### src/rtl/brb_pkg.sv
// ----------------------------------------------------------------------------
// brb_pkg
// Shared constants, codes and control/status types of the byte ring buffer.
// ----------------------------------------------------------------------------
package brb_pkg;

    localparam int DEPTH     = 1024;
    localparam int MAX_BURST = 64;
    localparam int MIN_CAP   = 5;

    localparam int ADDR_W = $clog2(DEPTH);
    localparam int CAP_W  = 11;
    localparam int SIZE_W = 11;
    localparam int BYTE_W = 8;
    localparam int ACT_W  = 3;
    localparam int REM_W  = $clog2(MAX_BURST + 1);
    localparam int SUM_W  = ((ADDR_W > CAP_W) ? ADDR_W : CAP_W) + 1;

    // Largest capacity the register can hold, and the value after reset.
    localparam int CAP_MAX   = (DEPTH < (2 ** CAP_W)) ? DEPTH : (2 ** CAP_W) - 1;
    localparam int CAP_RESET = (DEPTH < 1024) ? DEPTH : 1024;

    localparam int IN_FIELDS_W  = SIZE_W + BYTE_W;
    localparam int IN_DATA_W    = ((IN_FIELDS_W + 7) / 8) * 8;
    localparam int OUT_FIELDS_W = BYTE_W + CAP_W + CAP_W;
    localparam int OUT_DATA_W   = ((OUT_FIELDS_W + 7) / 8) * 8;

    typedef enum logic [ACT_W-1:0] {
        ACT_RESET = 3'd0,
        ACT_FILL  = 3'd1,
        ACT_READ  = 3'd2,
        ACT_DROP  = 3'd3,
        ACT_BACK  = 3'd4
    } action_t;

    typedef enum logic [2:0] {
        ST_CLEAR,
        ST_IDLE,
        ST_RESP,
        ST_RD_REQ,
        ST_RD_DATA,
        ST_RD_OUT
    } state_t;

    typedef struct packed {
        logic clear_step;
        logic accept;
        logic resp_load;
        logic rd_issue;
        logic rd_load;
    } brb_cmd_t;

    typedef struct packed {
        logic clear_last;
        logic out_valid;
        logic go_read;
        logic go_resp;
        logic rd_done;
    } brb_stat_t;

endpackage

### src/rtl/brb_ctrl.sv
// ----------------------------------------------------------------------------
// brb_ctrl
// Sequencer of the ring buffer: clearing pass, command intake, result runs.
// ----------------------------------------------------------------------------
module brb_ctrl (
    input  logic               clk,
    input  logic               rst_n,
    input  logic               in_valid,
    output logic               in_ready,
    input  brb_pkg::brb_stat_t stat,
    output brb_pkg::brb_cmd_t  cmd
);

    brb_pkg::state_t state_reg;
    brb_pkg::state_t state_next;

    always_ff @(posedge clk or negedge rst_n)
    begin
        if (!rst_n)
        begin
            state_reg <= brb_pkg::ST_CLEAR;
        end
        else
        begin
            state_reg <= state_next;
        end
    end

    always_comb
    begin
        state_next = state_reg;
        unique case (state_reg)
            brb_pkg::ST_CLEAR:
            begin
                if (stat.clear_last)
                begin
                    state_next = brb_pkg::ST_IDLE;
                end
            end
            brb_pkg::ST_IDLE:
            begin
                if (in_valid && !stat.out_valid)
                begin
                    if (stat.go_read)
                    begin
                        state_next = brb_pkg::ST_RD_REQ;
                    end
                    else if (stat.go_resp)
                    begin
                        state_next = brb_pkg::ST_RESP;
                    end
                end
            end
            brb_pkg::ST_RESP:
            begin
                state_next = brb_pkg::ST_IDLE;
            end
            brb_pkg::ST_RD_REQ:
            begin
                state_next = brb_pkg::ST_RD_DATA;
            end
            brb_pkg::ST_RD_DATA:
            begin
                state_next = brb_pkg::ST_RD_OUT;
            end
            brb_pkg::ST_RD_OUT:
            begin
                // Wait until the byte in the output register has been taken.
                if (!stat.out_valid)
                begin
                    state_next = stat.rd_done ? brb_pkg::ST_IDLE : brb_pkg::ST_RD_REQ;
                end
            end
            default:
            begin
                state_next = brb_pkg::ST_IDLE;
            end
        endcase
    end

    always_comb
    begin
        in_ready       = 1'b0;
        cmd            = '0;
        unique case (state_reg)
            brb_pkg::ST_CLEAR:
            begin
                cmd.clear_step = 1'b1;
            end
            brb_pkg::ST_IDLE:
            begin
                in_ready   = !stat.out_valid;
                cmd.accept = in_valid && !stat.out_valid;
            end
            brb_pkg::ST_RESP:
            begin
                cmd.resp_load = 1'b1;
            end
            brb_pkg::ST_RD_REQ:
            begin
                cmd.rd_issue = 1'b1;
            end
            brb_pkg::ST_RD_DATA:
            begin
                cmd.rd_load = 1'b1;
            end
            brb_pkg::ST_RD_OUT:
            begin
                cmd = '0;
            end
            default:
            begin
                cmd = '0;
            end
        endcase
    end

endmodule

### config.mk
export PLATFORM = sky130hd
export DESIGN_NAME = brb_ctrl
export DESIGN_NICKNAME = d
export VERILOG_FILES = /design/src/rtl/brb_pkg.sv /design/src/rtl/brb_ctrl.sv
export SDC_FILE = /design/constraint.sdc
export NUM_CORES = 1
export LEC_CHECK = 0
export ABC_AREA = 0
export BUFFER_PORTS_ARGS = -buffer_cell sky130_fd_sc_hd__buf_2
export CAP_MARGIN = 10
export CORE_AREA = 2 2 39 41
export CTS_CLUSTER_SIZE = 14
export DETAILED_ROUTE_END_ITERATION = 10
export DIE_AREA = 0 0 41 43
export REMOVE_ABC_BUFFERS = 1
export SYNTH_ARGS = -nofsm -noshare
export SYNTH_HDL_FRONTEND = slang
export SYNTH_SLANG_ARGS = --single-unit
### constraint.sdc
create_clock -name clk -period 1.05 [get_ports clk]
set_input_delay 0.0525 -clock clk [delete_from_list [all_inputs] [get_ports clk]]
set_output_delay 0.0525 -clock clk [all_outputs]
set_load 0.02 [all_outputs]
==> impl_metrics.csv, run 1 <==
group,metric,value,unit
global_route,grt_usage,8.643,%
cts,path_clk_slew,0.04,ns
cts,clock_latency,0.23,ns
synth,syn_area,181.4,um^2
finish,synthToLayoutAreaGrowth,126.2,%
sta,rsz0062_at_grt,"true",
cts,cts_buffer_depth,2,
power,switchingPower,380.1,uW
detailed_routing,dr_total_vias,232,
setup_path,cp-end-kind,"output pin",
detailed_routing,via_per_inst,3.867,
synth,ys_warn_count,0,
sta,setup_violations,7,
die,coreArea,1384,um^2
cts,cts_max_level,1,
die,start_util,13.11,%
sta,period_needed,1.187,ns
finish,drive_above_1_share,68.18,%
synth,ys_seq_area_share,41.38,%
run,drv_cap,0,
synth,yosys-top-cells-area,"dfrtp_1 (41%), nor3_1 (8.3%), nor3b_1 (8.3%)",
setup_path,critical_path_class,"reg2out",
power,p_leak,0.1894,nW
die,die-area,1763,um^2
finish,final_cell_mix,"buf_2 (7), buf_4 (7), buf_6 (5)",
cts,root_buffer,"clkbuf_4",
finish,nets,53,
sta,hold_violations,0,
setup_path,cp-start-kind,"register",
sta,drv_slew,0,
power,p_seq_share,21.0,%
global_route,grt_pass1_vias,238,
global_route,grt_antenna_before_repair,0,
synth,postSynthCellCount,21,
detailed_routing,wl_per_cell,10.27,um
setup_path,crit_arrival,1.13,ns
setup_path,r2r_setup_slack,-0.02,ns
power,power.density,2453,nW/um^2
synth,yosysTopAreaCellShare,41.38,%
finish,largest_reg_flops,3,
cts,tritoncts,"built",
sta,fin_ws,-0.1369,ns
synth,avgSynthCellArea,8.639,um^2
cts,cts_sinks,3,
power,power,1.007,mW
power,ir_worst_vdd,0.7549,mV
synth,yosys_register_bits,3,
finish,diodes,0,
detailed_routing,dr.pass1.iters,4,
global_route,overflow,0,
setup_path,crit_fanout,3,
die,io_pins,14,
setup_path,worstPathRequired,1.00,ns
placement,place_congestion,0.7761,
detailed_routing,drc,0,
die,die_h,43,um
sta,period_share,113.0,%
die,row_count,14,
sta,skew,0.001897,ns
finish,design_area,410.4,um^2
power,power_frac_comb,59.4,%
detailed_routing,wl,616,um
global_route,grt_pass1_wl,903,um
detailed_routing,drtIter0Drc,1,
status,violations,"setup timing",
worst_hold_path,hold_class,"in2reg",
power,p_int,626.6,uW
cts,cts_made_buffers,3,
die,die_x,41,um
synth,ys_types,14,
sta,slew_headroom,88.43,%
status,run_status,"finished, violations left",
placement,port_buffers,13,
detailed_routing,antenna_left,0,
finish,n_fill_cell,156,
sta,tightest_slew,0.1735,ns
synth,synth_area_leader_cell,"dfrtp_1",
sta,max_freq,842.5,MHz
power,pwr-share-clk,19.6,%
power,swShare,37.76,%
global_route,grt_max_degree,7,
placement,place_area,291.5,um^2
-- critical path: stages, from the launching register on --
cell and delay (ns):
dfrtp_1 0.41, nor3_2 0.22, and2_1 0.16, buf_6 0.11
-- layout make-up --
| cell class | count | area, um^2 | area share [%] |
|---|---|---|---|
| multi-input cells | 17 | 135.1 | 32.93 |
| repair buffers | 20 | 153.9 | 37.50 |
| flip-flops and latches | 3 | 75.07 | 18.29 |
| clock buffers | 4 | 26.28 | 6.402 |
| well taps | 16 | 20.02 | 4.878 |
-- synth_stat cells (all sizes together) --
| library cell | n |
|---|---|
| dfrtp | 3 |
| nor3 | 3 |
| nand2 | 2 |
| nor2 | 2 |
| nor3b | 2 |
| a31o | 1 |
| and2 | 1 |
| buf | 1 |
| mux2 | 1 |
| nand2b | 1 |
| nand4 | 1 |
| o21ai | 1 |
| o22ai | 1 |
| or3 | 1 |
-- per-layer routing --
layer / wire length, um / share of wire [%] / vias to the layer above / global-route usage, %
li1: - / - / 123 / -
met1: 277 / 45 / 95 / 8.710
met2: 271 / 44 / 12 / 11.88
met3: 40 / 6.5 / 2 / 1.571
met4: 27 / 4.4 / 0 / 12.00
met5: 0 / 0 / - / 0
-- power groups by stage --
stage / clock (mW) / sequential (mW) / combinational (mW)
2_1_floorplan: 0 / 0.223 / 0.194
3_3_place_gp: 0 / 0.202 / 0.392
3_5_place_dp: 0 / 0.206 / 0.393
4_1_cts: 0.209 / 0.204 / 0.483
5_1_grt: 0.214 / 0.218 / 0.636
6_report: 0.197 / 0.212 / 0.598
-- path summary, 6_finish.rpt --
check	from	end	depth (start not counted)
worst max-delay path	state_reg[1]	cmd[3]	3
worst min-delay path	stat[0]	state_reg[1]	3
worst max register to register	state_reg[0]	state_reg[0]	2
worst min register to register	state_reg[1]	state_reg[1]	2
max in group asynchronous	rst_n	state_reg[0]	2
min in group asynchronous	rst_n	state_reg[1]	2
-- cell families after synthesis --
| logic type | synth area share (%) |
|---|---|
| mux | 6.206 |
| simple gates | 38.63 |
| flops | 41.38 |
| buf+inv | 2.756 |
| compound gates | 11.03 |
-- per-stage QoR --
| step | setup TNS [ns] | setup WS [ns] | std cells | utilization [%] | hold WS (ns) |
|---|---|---|---|---|---|
| floorplan | -0.3845 | -0.3284 | 20 | - | -0.2431 |
| global placement | -0.002900 | -0.002900 | 53 | 21.07 | -0.1451 |
| detailed placement | -0.03951 | -0.03951 | 53 | 21.07 | -0.1474 |
| CTS | -0.7159 | -0.1543 | 59 | 26.76 | 0.1005 |
| global route | -1.126 | -0.2214 | 60 | 29.66 | 0.1021 |
| finish | -0.6953 | -0.1369 | 60 | 29.66 | 0.1001 |
-- repair_timing --
item                                    in CTS  in global routing
endpoints found under the hold margin        3                  0
endpoints found under the setup margin       7                  8
buffers inserted                             1                  1
hold buffers                                 1                  0
pin swaps                                    2                  2
gates resized for setup                     10                  9
Note: power is estimated with default switching activity, not from simulation.
==> run 2: changes to the inputs <==
==> constraint.sdc (replaced) <==
create_clock -name clk -period 1.05 [get_ports clk]
set_input_delay 0.0525 -clock clk [delete_from_list [all_inputs] [get_ports clk]]
set_output_delay 0.0525 -clock clk [all_outputs]
set_load 0.005 [all_outputs]
==> run 2 against run 1 <==
- the flow still finishes with violations (setup timing)
- flip-flop and latch count did not move
- power fell by 8.2%
- utilization shrank 0.36 points
- sequential share of layout area grew 0.53 points
- register-to-register slack got worse by 0.09 ns
- critical path type unchanged
- largest cell class unchanged
==> impl_metrics.csv, run 2 (synthesized netlist as in run 1, its figures left out) <==
group,metric,value,unit
status,run_status,"finished, violations left",
status,violations,"setup timing",
detailed_routing,drc,0,
finish,multi_input_area,128.9,um^2
cts,cts_sinks,3,
setup_path,critical_path_class,"reg2out",
power,power,923.7,uW
sta,period_needed,1.185,ns
sta,setup_violations,7,
die,row_count,14,
cts,root_buffer,"clkbuf_4",
sta,skew,0.0005643,ns
sta,max_freq,844.0,MHz
sta,whs,0.1059,ns
power,p_seq_share,23.5,%
die,die_h,43,um
global_route,overflow,0,
setup_path,cp-start-kind,"register",
die,coreArea,1384,um^2
detailed_routing,drtIter0Drc,2,
finish,n_fill_cell,160,
detailed_routing,wl,618,um
run,drv_cap,0,
detailed_routing,wl_per_cell,9.810,um
sta,drv_slew,0,
sta,fin_ws,-0.1348,ns
cts,cts_max_level,1,
power,power.density,2279,nW/um^2
setup_path,worstPathRequired,1.00,ns
finish,final_common_cell,"buf_2",
power,ir_worst_vdd,0.6584,mV
global_route,grt_usage,9.768,%
placement,post-place-ws,-0.03853,ns
finish,design_area,405.4,um^2
detailed_routing,via_per_inst,4.016,
die,io_pins,14,
placement,port_buffers,13,
finish,regArea,76.32,um^2
sta,hold_violations,0,
placement,dp_hpwl,408.1,um
die,start_util,13.11,%
sta,period_share,112.8,%
cts,cts_buffer_depth,2,
power,switchingPower,311.6,uW
power,power_frac_comb,54.4,%
power,swShare,33.73,%
detailed_routing,dr.pass1.iters,3,
finish,drive_above_1_share,70.21,%
global_route,grt_pass1_vias,242,
die,die-area,1763,um^2
global_route,grt_antenna_before_repair,0,
worst_hold_path,hold_class,"in2reg",
sta,rsz0062_at_grt,"true",
power,p_leak,0.1947,nW
power,p_int,612.1,uW
finish,nets,56,
setup_path,crit_arrival,1.13,ns
cts,cts_made_buffers,3,
global_route,grt_max_degree,6,
finish,final_cell_mix,"buf_2 (13), buf_4 (6), nor3_2 (3), clkbuf_4 (3), buf_6 (3)",
detailed_routing,dr_total_vias,253,
finish,diodes,0,
global_route,grt_pass1_wl,1014,um
cts,path_clk_slew,0.04,ns
finish,largest_reg_flops,3,
sta,slew_headroom,90.47,%
cts,tritoncts,"built",
finish,synthToLayoutAreaGrowth,123.4,%
power,pwr-share-clk,22.1,%
placement,place_area,291.5,um^2
setup_path,crit_fanout,3,
placement,place_congestion,0.7410,
detailed_routing,antenna_left,0,
die,die_x,41,um
setup_path,cp-end-kind,"output pin",
sta,tightest_slew,0.1429,ns
finish,finalCoreUtilization,29.29,%
cts,clock_latency,0.23,ns
run 2: cell types whose count changed in the layout (fill, tap and decap cells not counted), sizes merged:
cell	change
buf	+3
run 2: critical path, stage by stage (launching register included):
cell and delay, ns:
dfrtp_1 0.40, buf_4 0.15, nor3_2 0.11, and2_1 0.14, buf_2 0.10
run 2: area by class of cell:
cell class / instances / share of cell area [%]
Tap cell: 16 / 4.938
Multi-Input combinational cell: 17 / 31.79
Sequential cell: 3 / 18.83
Clock buffer: 4 / 6.481
Timing Repair Buffer: 23 / 37.96
run 2: worst paths after layout:
path	cells past startpoint	endpoint	from	slack [ns]
min in group asynchronous	2	state_reg[1]	rst_n	0.14
worst max-delay path	4	cmd[3]	state_reg[1]	-0.13
max in group asynchronous	2	state_reg[2]	rst_n	0.79
worst min-delay path	3	state_reg[1]	stat[0]	0.11
worst max register to register	3	state_reg[0]	state_reg[0]	-0.11
worst min register to register	2	state_reg[1]	state_reg[1]	0.60
run 2: metrics by stage:
step / setup TNS (ns) / std cells
3_5_place_dp: -0.03853 / 53
6_report: -0.5106 / 63
5_1_grt: -0.9322 / 63
3_3_place_gp: -0.005300 / 53
2_1_floorplan: -0.05608 / 20
4_1_cts: -0.6586 / 62
run 2: repair_timing:
item | in CTS | in global routing
setup buffers | 4 | 1
pin swaps | 4 | 0
hold buffers | 1 | 0
hold endpoints to repair | 3 | 0
setup endpoints to repair | 7 | 8
resized for setup | 4 | 6
run 2: metal layers:
layer	share of wire, %	GRT usage [%]	vias up
met5	0	0	-
met2	42	11.88	14
met1	43	10.39	108
li1	-	-	127
met3	7.4	3.141	4
met4	7.4	14.00	0
run 2: power groups by stage:
stage | clock (mW) | sequential (mW) | combinational [mW]
final | 0.204 | 0.217 | 0.503
after global routing | 0.219 | 0.225 | 0.546
after CTS | 0.211 | 0.214 | 0.426
after detailed placement | 0 | 0.210 | 0.316
after global placement | 0 | 0.205 | 0.313
after floorplan | 0 | 0.223 | 0.124
